`src/rtl/core/sasd_pkg.sv`:
```
package sasd_pkg;

    localparam int ANGLE_W         = 8;
    localparam int IDX_W           = 20;
    localparam int HW_W            = 5;
    localparam int EMIT_W          = HW_W + 1;
    localparam logic [HW_W-1:0] HW_RESET = 5'd8;

    localparam int DEF_MAX_WINDOW  = 64;
    localparam int DEF_MAX_SAMPLES = 1048576;

    // slope sign codes
    localparam logic [1:0] SIGN_NONE = 2'd0;
    localparam logic [1:0] SIGN_UP   = 2'd1;
    localparam logic [1:0] SIGN_DOWN = 2'd2;

    typedef struct packed {
        logic signed [ANGLE_W-1:0] scan_angle;
        logic                      final_sample;
    } sample_t;

    typedef struct packed {
        logic signed [ANGLE_W-1:0] smoothed_angle;
        logic [IDX_W-1:0]          sample_index;
        logic                      sweep_start;
        logic                      run_last;
        logic                      stream_end;
        logic                      too_short;
    } result_t;

endpackage

```
`src/rtl/core/sasd_sample_if.sv`:
```
interface sasd_sample_if;
    logic               valid;
    logic               ready;
    sasd_pkg::sample_t  data;

    modport source (output valid, output data, input ready);
    modport sink (input valid, input data, output ready);
endinterface

```
`src/rtl/core/sasd_result_if.sv`:
```
interface sasd_result_if;
    logic               valid;
    logic               ready;
    sasd_pkg::result_t  data;

    modport source (output valid, output data, input ready);
    modport sink (input valid, input data, output ready);
endinterface

```
`src/rtl/core/sasd_cfg_if.sv`:
```
interface sasd_cfg_if;
    logic                           valid;
    logic                           ready;
    logic [sasd_pkg::HW_W-1:0]      data;

    modport source (output valid, output data, input ready);
    modport sink (input valid, input data, output ready);
endinterface

```
`src/rtl/core/sasd_ring.sv`:
```
module sasd_ring #(
    parameter int DEPTH = 64,
    parameter int AW    = 6
) (
    input  logic                           clk,
    input  logic                           we,
    input  logic [AW-1:0]                  waddr,
    input  logic [sasd_pkg::ANGLE_W-1:0]   wdata,
    input  logic [AW-1:0]                  raddr,
    output logic [sasd_pkg::ANGLE_W-1:0]   rdata
);

    logic [sasd_pkg::ANGLE_W-1:0] mem [DEPTH];
    logic [sasd_pkg::ANGLE_W-1:0] rdata_reg;

    always_ff @(posedge clk)
    begin
        if (we)
        begin
            mem[waddr] <= wdata;
        end
        rdata_reg <= mem[raddr];
    end

    assign rdata = rdata_reg;

endmodule

```
`src/rtl/core/sasd_div.sv`:
```
// Restoring unsigned divider, one quotient bit per cycle.
module sasd_div #(
    parameter int NW = 15,
    parameter int DW = 8
) (
    input  logic          clk,
    input  logic          rst_n,
    input  logic          start,
    input  logic [NW-1:0] num,
    input  logic [DW-1:0] den,
    output logic          done,
    output logic [NW-1:0] quot
);

    localparam int CNTW = $clog2(NW + 1);

    logic            run_reg, run_next;
    logic            done_reg, done_next;
    logic [CNTW-1:0] cnt_reg, cnt_next;
    logic [DW-1:0]   rem_reg, rem_next;
    logic [NW-1:0]   quo_reg, quo_next;
    logic [DW-1:0]   den_reg, den_next;
    logic [DW:0]     trial;
    logic            fits;

    always_comb
    begin
        trial     = {rem_reg, quo_reg[NW-1]};
        fits      = trial >= {1'b0, den_reg};
        run_next  = run_reg;
        done_next = 1'b0;
        cnt_next  = cnt_reg;
        rem_next  = rem_reg;
        quo_next  = quo_reg;
        den_next  = den_reg;
        if (start)
        begin
            run_next = 1'b1;
            cnt_next = CNTW'(NW);
            rem_next = '0;
            quo_next = num;
            den_next = den;
        end
        else if (run_reg)
        begin
            rem_next = fits ? DW'(trial - {1'b0, den_reg}) : DW'(trial);
            quo_next = {quo_reg[NW-2:0], fits};
            cnt_next = cnt_reg - 1'b1;
            if (cnt_reg == CNTW'(1))
            begin
                run_next  = 1'b0;
                done_next = 1'b1;
            end
        end
    end

    always_ff @(posedge clk or negedge rst_n)
    begin
        if (!rst_n)
        begin
            run_reg  <= 1'b0;
            done_reg <= 1'b0;
            cnt_reg  <= '0;
        end
        else
        begin
            run_reg  <= run_next;
            done_reg <= done_next;
            cnt_reg  <= cnt_next;
        end
    end

    always_ff @(posedge clk)
    begin
        rem_reg <= rem_next;
        quo_reg <= quo_next;
        den_reg <= den_next;
    end

    assign done = done_reg;
    assign quot = quo_reg;

endmodule

```
`src/rtl/core/scan_angle_smoother_sweep_detector.sv`:
```
// Scan-angle box smoother with sweep-start detection.
//
// samples (sink): one scan angle per transaction, final_sample marks the end of a stream.
// results (source): smoothed angles with running sample_index and sweep_start flag.
//   run_last marks the last result of an input transaction, stream_end the last of the
//   stream, too_short a single error result for a stream shorter than one window.
// cfg (sink): writes half_window J (window 2J+1); write only while idle, it restarts
//   the stream.
// Timing: an accepted sample passes the ring step, the sum step and the divider start
//   step, then waits for the bit-serial divider of NW bits (15 at default size); the
//   emit step then registers the first result, and further results follow at one per
//   cycle while results.ready is high. Items go one at a time: the next sample is only
//   taken once the last result is registered, or once the plan yields no result.
//   The window start emits J+1 copies of the first average, the final sample J trailing
//   copies, so one transaction can cause up to 2J+1 results.
// Reset: stream state clears, half_window returns to 8. The ring is not cleared; it is
//   only read at entries written in the current stream.
// Stall: a result waits in the output register while results.ready is low; the
//   sequencer holds in its emit step and takes the next sample once the last result
//   of the transaction is in the output register.
module scan_angle_smoother_sweep_detector #(
    parameter int MAX_WINDOW  = sasd_pkg::DEF_MAX_WINDOW,
    parameter int MAX_SAMPLES = sasd_pkg::DEF_MAX_SAMPLES
) (
    input  logic           clk,
    input  logic           rst_n,
    sasd_sample_if.sink    samples,
    sasd_result_if.source  results,
    sasd_cfg_if.sink       cfg
);
    import sasd_pkg::*;

    // ring addressing and widths derived from the window bound
    localparam int AW   = (MAX_WINDOW > 1) ? $clog2(MAX_WINDOW) : 1;
    localparam int WW   = $clog2(MAX_WINDOW + 1);
    localparam int AXW  = WW + 1;
    localparam int JMAX = (MAX_WINDOW - 1) / 2;
    localparam int SW   = ANGLE_W + $clog2(MAX_WINDOW);
    localparam int NW   = SW + 1;
    localparam int DW   = WW + 1;
    localparam int CW   = $clog2(MAX_SAMPLES);

    // sequencer codes
    localparam logic [2:0] ST_IDLE = 3'd0;
    localparam logic [2:0] ST_RING = 3'd1;
    localparam logic [2:0] ST_SUM  = 3'd2;
    localparam logic [2:0] ST_DIVS = 3'd3;
    localparam logic [2:0] ST_DIVW = 3'd4;
    localparam logic [2:0] ST_EMIT = 3'd5;

    logic [2:0]                state_reg, state_next;
    logic [HW_W-1:0]           hw_reg, hw_next;
    logic signed [ANGLE_W-1:0] x_reg, x_next;
    logic                      fin_reg, fin_next;
    logic [AW-1:0]             wp_reg, wp_next;
    logic signed [SW-1:0]      sum_reg, sum_next;
    logic [CW-1:0]             cnt_reg, cnt_next;
    logic [IDX_W-1:0]          ocnt_reg, ocnt_next;
    logic signed [ANGLE_W-1:0] avg_reg, avg_next;
    logic signed [ANGLE_W-1:0] prev_reg, prev_next;
    logic [1:0]                psign_reg, psign_next;
    logic                      havep_reg, havep_next;
    logic [EMIT_W-1:0]         emit_left_reg, emit_left_next;
    logic                      err_reg, err_next;
    logic                      res_valid_reg, res_valid_next;
    result_t                   res_data_reg, res_data_next;

    logic [HW_W-1:0]           j_eff;
    logic [WW-1:0]             w_val;
    logic                      cnt_ge_w, cnt_eq_w;
    logic [AXW-1:0]            rd_base;
    logic [AW-1:0]             rd_addr;
    logic [ANGLE_W-1:0]        ring_rdata;
    logic                      ring_we;
    logic [SW-1:0]             mag;
    logic [NW-1:0]             div_num;
    logic [DW-1:0]             div_den;
    logic                      div_start, div_done;
    logic [NW-1:0]             div_quot;
    logic signed [ANGLE_W-1:0] q8;
    logic signed [ANGLE_W:0]   diff;
    logic [1:0]                cur_sign;
    logic                      sweep;
    logic                      slot_free;
    logic                      last_emit;
    logic                      restart;
    logic [EMIT_W-1:0]         j6;

    // window size, J limited by the ring depth
    assign j_eff = (int'(hw_reg) > JMAX) ? HW_W'(JMAX) : hw_reg;
    assign w_val = WW'({j_eff, 1'b1});
    assign j6    = EMIT_W'(j_eff);

    assign cnt_ge_w = 32'(cnt_reg) >= 32'(w_val);
    assign cnt_eq_w = 32'(cnt_reg) == 32'(w_val);

    // oldest sample in the window: (wp - w) mod depth
    assign rd_base = AXW'(wp_reg) + AXW'(MAX_WINDOW) - AXW'(w_val);
    assign rd_addr = (AXW'(wp_reg) >= AXW'(w_val)) ? AW'(AXW'(wp_reg) - AXW'(w_val))
                                                   : AW'(rd_base);
    assign ring_we = (state_reg == ST_RING);

    sasd_ring #(
        .DEPTH (MAX_WINDOW),
        .AW    (AW)
    ) u_ring (
        .clk   (clk),
        .we    (ring_we),
        .waddr (wp_reg),
        .wdata (x_reg),
        .raddr (rd_addr),
        .rdata (ring_rdata)
    );

    // rounded |sum|/w = (2|sum| + w) / 2w
    assign mag       = sum_reg[SW-1] ? SW'(-sum_reg) : SW'(sum_reg);
    assign div_num   = {mag, 1'b0} + NW'(w_val);
    assign div_den   = {w_val, 1'b0};
    assign div_start = (state_reg == ST_DIVS) && cnt_ge_w;

    sasd_div #(
        .NW (NW),
        .DW (DW)
    ) u_div (
        .clk   (clk),
        .rst_n (rst_n),
        .start (div_start),
        .num   (div_num),
        .den   (div_den),
        .done  (div_done),
        .quot  (div_quot)
    );

    assign q8 = ANGLE_W'(div_quot);

    // slope tracking on the value about to be emitted
    assign diff     = {avg_reg[ANGLE_W-1], avg_reg} - {prev_reg[ANGLE_W-1], prev_reg};
    assign cur_sign = diff[ANGLE_W] ? SIGN_DOWN : SIGN_UP;
    assign sweep    = havep_reg && (diff != '0) && (psign_reg != SIGN_NONE)
                      && (psign_reg != cur_sign);

    assign slot_free = !res_valid_reg || results.ready;
    assign last_emit = (emit_left_reg == EMIT_W'(1));

    always_comb
    begin
        state_next     = state_reg;
        hw_next        = hw_reg;
        x_next         = x_reg;
        fin_next       = fin_reg;
        wp_next        = wp_reg;
        sum_next       = sum_reg;
        cnt_next       = cnt_reg;
        ocnt_next      = ocnt_reg;
        avg_next       = avg_reg;
        prev_next      = prev_reg;
        psign_next     = psign_reg;
        havep_next     = havep_reg;
        emit_left_next = emit_left_reg;
        err_next       = err_reg;
        res_valid_next = res_valid_reg;
        res_data_next  = res_data_reg;
        restart        = 1'b0;

        if (res_valid_reg && results.ready)
        begin
            res_valid_next = 1'b0;
        end

        case (state_reg)
            ST_IDLE:
            begin
                if (cfg.valid)
                begin
                    hw_next = cfg.data;
                    restart = 1'b1;
                end
                else if (samples.valid)
                begin
                    x_next     = samples.data.scan_angle;
                    fin_next   = samples.data.final_sample;
                    state_next = ST_RING;
                end
            end
            ST_RING:
            begin
                // ring write of the new sample and read of the oldest happen here
                state_next = ST_SUM;
            end
            ST_SUM:
            begin
                sum_next = sum_reg + SW'(x_reg)
                           - (cnt_ge_w ? SW'($signed(ring_rdata)) : SW'(0));
                wp_next  = (wp_reg == AW'(MAX_WINDOW - 1)) ? '0 : wp_reg + 1'b1;
                if (cnt_reg != CW'(MAX_SAMPLES - 1))
                begin
                    cnt_next = cnt_reg + 1'b1;
                end
                state_next = ST_DIVS;
            end
            ST_DIVS:
            begin
                // plan the results of this transaction
                emit_left_next = (cnt_ge_w ? (cnt_eq_w ? j6 + 1'b1 : EMIT_W'(1)) : '0)
                                 + ((fin_reg && cnt_ge_w) ? j6 : '0);
                err_next       = fin_reg && !cnt_ge_w;
                if (cnt_ge_w)
                begin
                    state_next = ST_DIVW;
                end
                else if (fin_reg)
                begin
                    state_next = ST_EMIT;
                end
                else
                begin
                    state_next = ST_IDLE;
                end
            end
            ST_DIVW:
            begin
                if (div_done)
                begin
                    avg_next   = sum_reg[SW-1] ? -q8 : q8;
                    state_next = ST_EMIT;
                end
            end
            ST_EMIT:
            begin
                if (slot_free)
                begin
                    res_valid_next = 1'b1;
                    if (err_reg)
                    begin
                        res_data_next.smoothed_angle = '0;
                        res_data_next.sample_index   = '0;
                        res_data_next.sweep_start    = 1'b0;
                        res_data_next.run_last       = 1'b1;
                        res_data_next.stream_end     = 1'b1;
                        res_data_next.too_short      = 1'b1;
                        err_next                     = 1'b0;
                        restart                      = 1'b1;
                        state_next                   = ST_IDLE;
                    end
                    else
                    begin
                        res_data_next.smoothed_angle = avg_reg;
                        res_data_next.sample_index   = ocnt_reg;
                        res_data_next.sweep_start    = sweep;
                        res_data_next.run_last       = last_emit;
                        res_data_next.stream_end     = last_emit && fin_reg;
                        res_data_next.too_short      = 1'b0;
                        if (havep_reg && (diff != '0))
                        begin
                            psign_next = cur_sign;
                        end
                        prev_next      = avg_reg;
                        havep_next     = 1'b1;
                        ocnt_next      = ocnt_reg + 1'b1;
                        emit_left_next = emit_left_reg - 1'b1;
                        if (last_emit)
                        begin
                            restart    = fin_reg;
                            state_next = ST_IDLE;
                        end
                    end
                end
            end
            default:
            begin
                state_next = ST_IDLE;
            end
        endcase

        if (restart)
        begin
            wp_next    = '0;
            sum_next   = '0;
            cnt_next   = '0;
            ocnt_next  = '0;
            avg_next   = '0;
            prev_next  = '0;
            psign_next = SIGN_NONE;
            havep_next = 1'b0;
        end
    end

    always_ff @(posedge clk or negedge rst_n)
    begin
        if (!rst_n)
        begin
            state_reg     <= ST_IDLE;
            hw_reg        <= HW_RESET;
            wp_reg        <= '0;
            sum_reg       <= '0;
            cnt_reg       <= '0;
            ocnt_reg      <= '0;
            avg_reg       <= '0;
            prev_reg      <= '0;
            psign_reg     <= SIGN_NONE;
            havep_reg     <= 1'b0;
            emit_left_reg <= '0;
            err_reg       <= 1'b0;
            res_valid_reg <= 1'b0;
        end
        else
        begin
            state_reg     <= state_next;
            hw_reg        <= hw_next;
            wp_reg        <= wp_next;
            sum_reg       <= sum_next;
            cnt_reg       <= cnt_next;
            ocnt_reg      <= ocnt_next;
            avg_reg       <= avg_next;
            prev_reg      <= prev_next;
            psign_reg     <= psign_next;
            havep_reg     <= havep_next;
            emit_left_reg <= emit_left_next;
            err_reg       <= err_next;
            res_valid_reg <= res_valid_next;
        end
    end

    // payload registers
    always_ff @(posedge clk)
    begin
        x_reg        <= x_next;
        fin_reg      <= fin_next;
        res_data_reg <= res_data_next;
    end

    // config has priority over a sample in the same idle cycle
    assign cfg.ready     = (state_reg == ST_IDLE);
    assign samples.ready = (state_reg == ST_IDLE) && !cfg.valid;
    assign results.valid = res_valid_reg;
    assign results.data  = res_data_reg;

    a_short_result: assert property (@(posedge clk) disable iff (!rst_n)
        results.valid && results.data.too_short |->
            results.data.stream_end && results.data.run_last
            && (results.data.smoothed_angle == '0))
        else $error("too_short result without end flags or with nonzero angle");

    a_div_done_state: assert property (@(posedge clk) disable iff (!rst_n)
        div_done |-> (state_reg == ST_DIVW))
        else $error("divider finished outside the wait step");

    a_emit_pending: assert property (@(posedge clk) disable iff (!rst_n)
        (state_reg == ST_EMIT) && !err_reg |-> (emit_left_reg != '0))
        else $error("emit step entered with no result pending");

    a_accept_to_ring: assert property (@(posedge clk) disable iff (!rst_n)
        samples.valid && samples.ready |=> (state_reg == ST_RING))
        else $error("sample transaction not followed by ring access");

endmodule
```
`src/flat_wrapper.sv`:
```
// flat-port wrapper written by rule: the top's interface ports become plain ports
module scan_angle_smoother_sweep_detector_flat import sasd_pkg::*;
#(
    parameter int MAX_WINDOW  = sasd_pkg::DEF_MAX_WINDOW,
    parameter int MAX_SAMPLES = sasd_pkg::DEF_MAX_SAMPLES
)
  (clk, rst_n, samples_valid, samples_data, samples_ready, results_valid, results_data, results_ready, cfg_valid, cfg_data, cfg_ready);
  sasd_sample_if samples_i ();
  sasd_result_if results_i ();
  sasd_cfg_if cfg_i ();
  input  logic clk;
  input  logic rst_n;
  input wire logic [$bits(samples_i.valid)-1:0] samples_valid;
  input wire logic [$bits(samples_i.data)-1:0] samples_data;
  output wire logic [$bits(samples_i.ready)-1:0] samples_ready;
  output wire logic [$bits(results_i.valid)-1:0] results_valid;
  output wire logic [$bits(results_i.data)-1:0] results_data;
  input wire logic [$bits(results_i.ready)-1:0] results_ready;
  input wire logic [$bits(cfg_i.valid)-1:0] cfg_valid;
  input wire logic [$bits(cfg_i.data)-1:0] cfg_data;
  output wire logic [$bits(cfg_i.ready)-1:0] cfg_ready;
  assign samples_i.valid = samples_valid;
  assign samples_i.data = samples_data;
  assign samples_ready = samples_i.ready;
  assign results_valid = results_i.valid;
  assign results_data = results_i.data;
  assign results_i.ready = results_ready;
  assign cfg_i.valid = cfg_valid;
  assign cfg_i.data = cfg_data;
  assign cfg_ready = cfg_i.ready;
  scan_angle_smoother_sweep_detector #(.MAX_WINDOW(MAX_WINDOW), .MAX_SAMPLES(MAX_SAMPLES)) u_core (.clk(clk), .rst_n(rst_n), .samples(samples_i), .results(results_i), .cfg(cfg_i));
endmodule
```
`config.mk`:
```
export PLATFORM = sky130hd
export DESIGN_NAME = scan_angle_smoother_sweep_detector_flat
export DESIGN_NICKNAME = d
export VERILOG_FILES = /design/src/rtl/core/sasd_pkg.sv /design/src/rtl/core/sasd_sample_if.sv /design/src/rtl/core/sasd_result_if.sv /design/src/rtl/core/sasd_cfg_if.sv /design/src/rtl/core/sasd_ring.sv /design/src/rtl/core/sasd_div.sv /design/src/rtl/core/scan_angle_smoother_sweep_detector.sv /design/src/flat_wrapper.sv
export SDC_FILE = /design/constraint.sdc
export NUM_CORES = 1
export LEC_CHECK = 0
export ABC_AREA = 1
export BUFFER_PORTS_ARGS = -buffer_cell sky130_fd_sc_hd__buf_2
export CAP_MARGIN = 20
export CORE_ASPECT_RATIO = 0.8
export CORE_MARGIN = 10
export CORE_UTILIZATION = 63
export DETAILED_ROUTE_END_ITERATION = 8
export GPL_TIMING_DRIVEN = 0
export PLACE_DENSITY = 0.8
export SYNTH_ARGS = -nofsm -noshare
export SYNTH_HDL_FRONTEND = slang
export SYNTH_SLANG_ARGS = --single-unit
```
`constraint.sdc`:
```
create_clock -name clk -period 4.5 [get_ports clk]
set_input_delay 0 -clock clk [delete_from_list [all_inputs] [get_ports clk]]
set_output_delay 0 -clock clk [all_outputs]
set_load 0.02 [all_outputs]
```
; ---- After elaboration in Yosys (flattened, before gate mapping)
; Memory sizes are Yosys's and may differ from the RTL's. A register that Yosys moved wholly into a read port is not among the register bits.
; Index checks and enable logic that the tools add are counted.
[word_totals]
ff_bits = 170
rom_bits = 0
mem_count = 1
output_inout_bits = 35
word_cells = 174
inputBits = 19
latch_bits = 0
ramBits = 512
[op_classes]
bitwise_logic = 1
multipliers = 0
n_shift = 0
n_mux = 72
addsub = 17
n_lt_le_gt_ge = 3
div_mod_pow = 0
n_eq_ne = 18
n_reduce_logical = 35
[memory_table]
columns = memory, words, word_bits, read_ports, rd_ports_with_merged_regs, write_ports, line_no
row1 = u_core.u_ring.mem, 64, 8, 1, 1, 1, sasd_ring.sv:13  ; logic [sasd_pkg::ANGLE_W-1:0] mem [DEPTH];
[ops]
columns = cell, n
row1 = $mux W20, 7
row2 = $mux W8, 9
row3 = $mux W14, 4
row4 = $mux W6, 8
row5 = $add A20 B1 Y20 const B, 2
row6 = $mux W15, 2
row7 = $mux W3, 8
row8 = $mux W1, 21
row9 = $eq A20 B6 Y1, 1
row10 = $ge A20 B6 Y1, 1
row11 = $ne A20 B20 Y1 const B, 1
row12 = $reduce_bool A2 Y1, 10
row13 = $pmux W3 S6, 1
row14 = $add A15 B6 Y15, 1
row15 = $add A14 B8 Y14, 1
row16 = $neg A14 Y14, 1
row17 = $sub A14 B14 Y14, 1
row18 = $add A6 B1 Y6 const B, 2
row19 = $mux W2, 6
row20 = $pmux W6 S2, 1
row21 = $sub A6 B6 Y6, 2
row22 = $ne A2 B2 Y1 const B, 5
row23 = $reduce_and A2 Y1, 5
row24 = $ge A9 B7 Y1, 1
row25 = other kinds (29), 45

; ---- Logic depth before layout (Yosys ltp)
[depth]
ltp_word = 8
ltp_mapped = 24
mapped_depth_nobuf = 24

; ---- Cells and area by module
; Synthesis repeated with hierarchy kept, for this count alone.
[hier_totals]
hier_cells = 3172
hier_area_um2 = 32389.8
[modules_own_cells]
columns = mod, area_per_inst_um2, seq_area_each_um2, n_inst, cells_each
row1 = sasd_ring, 21339.2, 15534.9, 1, 1805
row2 = scan_angle_smoother_sweep_detector, 9077.5, 3609.7, 1, 1138
row3 = sasd_div, 1973.1, 1001.0, 1, 229

; ---- Least setup slack after synthesis
; No wires, ideal clock.
[synth_path]
path_type = reg2reg
from = register u_core.hw_reg[0]
to = register u_core.sum_reg[10]
slack_ns = 1.014
stages_incl_launch_ff = 22
synth_period_minus_slack_ns = 3.486
arrival_ns = 3.368
t_required_ns = 4.383
setup_ns = 0.117
path_cell_list = dfrtp_1 > inv_1 > ha_1 > nand2_1 > inv_1 > o21ai_0 > nand2_1 > nand3b_1 > nand2_1 > inv_1 > nor2_1 > fa_1 > inv_1 > fa_1 > nand3_1 > nand2_1 > a21boi_0 > o21ai_0 > a21oi_1 > nand2_1 > nand3_1 > nand2_1
[synth_between]
elab_chain_len = 5
[synth_rtl]
columns = element, line_no
row1 = from (decl), scan_angle_smoother_sweep_detector.sv:52  ; logic [HW_W-1:0] hw_reg, hw_next;
row2 = from (signal assigned), scan_angle_smoother_sweep_detector.sv:309  ; hw_reg <= hw_next;
row3 = $ge A20 B6 Y1, scan_angle_smoother_sweep_detector.sv:94  ; assign cnt_ge_w = 32'(cnt_reg) >= 32'(w_val);
row4 = $mux W14, scan_angle_smoother_sweep_detector.sv:193  ; - (cnt_ge_w ? SW'($signed(ring_rdata)) : SW'(0));
row5 = $sub A14 B14 Y14, scan_angle_smoother_sweep_detector.sv:193
row6 = $mux W14, scan_angle_smoother_sweep_detector.sv:170  ; case (state_reg)
row7 = $mux W14, scan_angle_smoother_sweep_detector.sv:275  ; if (restart)
row8 = to (signal assigned), scan_angle_smoother_sweep_detector.sv:311  ; sum_reg <= sum_next;
row9 = to (decl), scan_angle_smoother_sweep_detector.sv:56  ; logic signed [SW-1:0] sum_reg, sum_next;
; No other way between the ends. The select of a mux whose other input is x is not followed.
; A chain may end at the register's enable or synchronous reset.

; ---- Worst setup path in the final report
[layout_path]
from = register u_core.wp_reg[0]
to = register u_core.u_ring.rdata_reg, in the netlist u_core.u_ring.rdata[4] (read register of u_core.u_ring.mem)
[layout_between]
elab_chain_len = 3
[layout_rtl]
columns = element, line_no
row1 = from (decl), scan_angle_smoother_sweep_detector.sv:55  ; logic [AW-1:0] wp_reg, wp_next;
row2 = from (signal assigned), scan_angle_smoother_sweep_detector.sv:310  ; wp_reg <= wp_next;
row3 = $add A6 B1 Y6, scan_angle_smoother_sweep_detector.sv:98  ; assign rd_base = AXW'(wp_reg) + AXW'(MAX_WINDOW) - AXW'(w_val);
row4 = $sub A6 B6 Y6, scan_angle_smoother_sweep_detector.sv:98
row5 = $mux W6 *, scan_angle_smoother_sweep_detector.sv:99  ; assign rd_addr = (AXW'(wp_reg) >= AXW'(w_val)) ? AW'(AXW'(wp_reg) - AXW'(w_val))
row6 = to (decl), sasd_ring.sv:14  ; logic [sasd_pkg::ANGLE_W-1:0] rdata_reg;
; Mark *: on every way between the ends. The rest lies on a longest branch, timed or not.

==> impl_metrics.toml <==
[detailed_routing]
dr.pass1.iters = 7
viasPerCell = 6.17
wl_per_cell_um = 23.0
routed_wl_mm = 90.7
detailroute.via_count = 24400
drtIter0Drc = 3535
drcViolationCount = 0
postRouteAntennaNets = 0

[final_layout]
stdcell_area_um2 = 35600
top_register = "u_core.u_ring.mem"
largest_reg_flops = 512
nFillCells = 3543
nets = 3318
area_growth_pct = 12.6
regArea_um2 = 20100
drive_gt1_share_pct = 8.24
antenna_cells = 0
multi_input_area_um2 = 10100

[outcome]
outcome = "completed"

[global_route]
grt_pass1_vias = 23000
grt_util_all_layers_pct = 30.2
grt_start_max_net_pins = 69
grt_pass1_wl_mm = 137
antenna_found_initial = 0
grt_remaining_overflow = 0

[yosys]
yosysTopAreaCell = "edfxtp_1"
ys_ff_latch = 690
synth_top_cells_by_count = "587 x nor2_1, 573 x edfxtp_1, 418 x o21ai_0"
synthArstFlopShare_pct = 14.6
synth_seq_area_share_pct = 63.3
syn_inst = 3061
synth_top_area_share_pct = 54.3
synth_cell_type_count = 52
synth_edf_count = 573
yosysWarnings = 0
ys.flop_type = "edfxtp_1"
yosys-top-cells-area = "edfxtp_1 54%, dfrtp_1 7.9%, nor2_1 7.0%"
synth_most_common_cell = "nor2_1"
netlist_area_um2 = 31700
syn_nets = 3155
syn_area_per_cell_um2 = 10.3

[timing]
setup_slack_ps = 131
grt_setup_unrepaired = "no"
worst_pin_slew_ps = 1110
max_freq_ghz = 0.229
skew_ps = 31.6
fin_crit_ps = 4370
hold_ws_ps = 100
setup_viol = 0
relSlewSlack_pct = 25.6
drv_slew = 0
hold_violations = 0
fin_crit_sh_pct = 97.1
tns_ps = 0

[clock_tree]
htreeDepth = 3
cts_tree = "done"
clk_pin_slew_ps = 60
cts_made_buffers = 67
clockBufferDepth = 3
root_buffer = "clkbuf_16"
clk_latency_ps = 640
cts_sinks = 690

[die]
dieArea_um2 = 59700
std_cell_rows = 73
die_width_um = 271
fp.dieH_um = 221
coreArea_um2 = 49700
start_util_pct = 63.7
pin_count = 54

[pwr]
p_comb_share_pct = 50.4
swShare_pct = 47.1
power_frac_seq_pct = 29.0
p_int_uw = 14300
p_per_area_nw_per_um2 = 758
leakage_uw = 0.0136
switchingPower_uw = 12700
clock_power_share_pct = 20.6
peakVddDrop_mv = 0.449
power.total_uw = 27000

[placed_design]
dp_hpwl_mm = 64.2
portBuffers = 53
place_area_um2 = 33300
post-place-ws_ps = 69.3
gp_congestion = 1.06

[worst_setup_path]
cp_top_family = "buffers and inverters"
cp_slowest_cell = "fa_1"
worstSetupPathType = "reg -> reg"
endpoint_kind = "flip-flop"
start_kind = "flip-flop"
critPathMaxStageDelay_ps = 740
cp_data_arrival_time_ps = 4920
cp_max_fo = 10
cp.required_ps = 5060
path_cells = "inv_1, buf_4, buf_2, buf_2, fa_1, buf_2, clkbuf_2, o21ai_0, o21ai_0, nand2_1, nand3_1, nand3_1, o21ai_1, nand2_1, nand2_1"
crit_buf_inv = 6

[flow_run]
cap_viol_max_count = 0

[min_path]
hold_class = "in -> reg"
## per-stage QoR
step	instances	util (%)
floorplan	3061	-
CTS	3952	71.7
global placement	3789	66.0
detailed placement	3809	67.0
finish	3952	71.7
global route	3952	71.7
## cells by family after synthesis
kind of cell | after synthesis | share of synthesized area, %
adder cells (fa/ha/maj) | 75 | 3.39
flip-flops | 690 | 63.3
buffers and inverters | 368 | 4.80
AO/OA/AOI/OAI | 601 | 10.1
XOR/XNOR | 57 | 1.68
AND/OR/NAND/NOR | 1270 | 16.7
## layout by cell type (no fill, tap or decap), types with 3 or more instances in the layout
| cell | instances |
|---|---|
| a21oi_1 | 76 |
| a22oi_1 | 3 |
| buf_1 | 19 |
| buf_16 | 17 |
| buf_2 | 84 |
| buf_4 | 16 |
| buf_6 | 6 |
| bufinv_16 | 4 |
| clkbuf_1 | 75 |
| clkbuf_16 | 69 |
| clkinv_1 | 9 |
| clkinv_2 | 13 |
| clkinvlp_4 | 6 |
| dfrtp_1 | 99 |
| dfxtp_1 | 16 |
| dlygate4sd3_1 | 20 |
| edfxtp_1 | 573 |
| fa_1 | 18 |
| ha_1 | 57 |
| inv_1 | 228 |
| inv_2 | 8 |
| inv_6 | 4 |
| nand2_1 | 401 |
| nand2_2 | 5 |
| nand3_1 | 173 |
| nand3b_1 | 7 |
| nand4_1 | 28 |
| nor2_1 | 586 |
| nor3_1 | 32 |
| nor3_2 | 5 |
| nor4_1 | 10 |
| o211ai_1 | 35 |
| o21ai_0 | 417 |
| o21ai_1 | 32 |
| o22ai_1 | 21 |
| or2_2 | 6 |
| xnor2_1 | 12 |
| xor2_1 | 42 |
## power by group through the flow
stage / registers (uW) / clock network, uW / logic (uW)
final: 7840 / 5560 / 13600
after CTS: 7830 / 5560 / 13000
after global placement: 8070 / 0 / 12300
after detailed placement: 7960 / 0 / 12800
after global routing: 7890 / 5830 / 14700
after floorplan: 7930 / 0 / 7980
## worst reg2reg max path, stage by stage (launching register included)
cell      delay [ps]
dfrtp_1          390
inv_1             80
buf_4            210
buf_2            250
buf_2            230
fa_1             740
buf_2            410
clkbuf_2         400
o21ai_0          190
o21ai_0          630
nand2_1          160
nand3_1          140
nand3_1          130
o21ai_1          170
nand2_1           80
nand2_1           90
## cell type report
| cell class | instances | share of cell area [%] |
|---|---|---|
| plain buffers | 132 | 1.78 |
| repair buffers | 94 | 2.79 |
| multi-input cells | 2003 | 28.4 |
| well taps | 675 | 2.37 |
| clock inverters | 37 | 0.895 |
| flip-flops and latches | 690 | 56.3 |
| inverters | 236 | 2.48 |
| clock buffers | 85 | 5.04 |
## what timing repair did
item,4_1_cts,5_1_grt
hold buffers,21,0
endpoints found under the setup margin,0,11
hold endpoints to repair,129,0
setup buffers,0,0
resized for setup,0,7
## per-layer routing
layer  vias up  track usage [%]  share of wire (%)
met1     11800             45.1                 42
li1      10900                -                  -
met5         -                0                  0
met2      1527             43.3                 42
met3       172             8.74                 14
met4         0             7.08                2.0
## final timing paths
path,startpoint,to,slack [ps],depth (start not counted)
min reg2reg,u_core.u_div.rem_reg[7],u_core.u_div.rem_reg[7],490,2
max reg2reg,u_core.wp_reg[0],u_core.u_ring.rdata[4],130,15
max in group asynchronous,rst_n,u_core.hw_reg[3],3640,4
max,u_core.wp_reg[0],u_core.u_ring.rdata[4],130,15
min,samples_data[2],u_core.x_reg[1],100,2
min in group asynchronous,rst_n,u_core.ocnt_reg[5],460,4
Power figures use the tool's default switching activity.
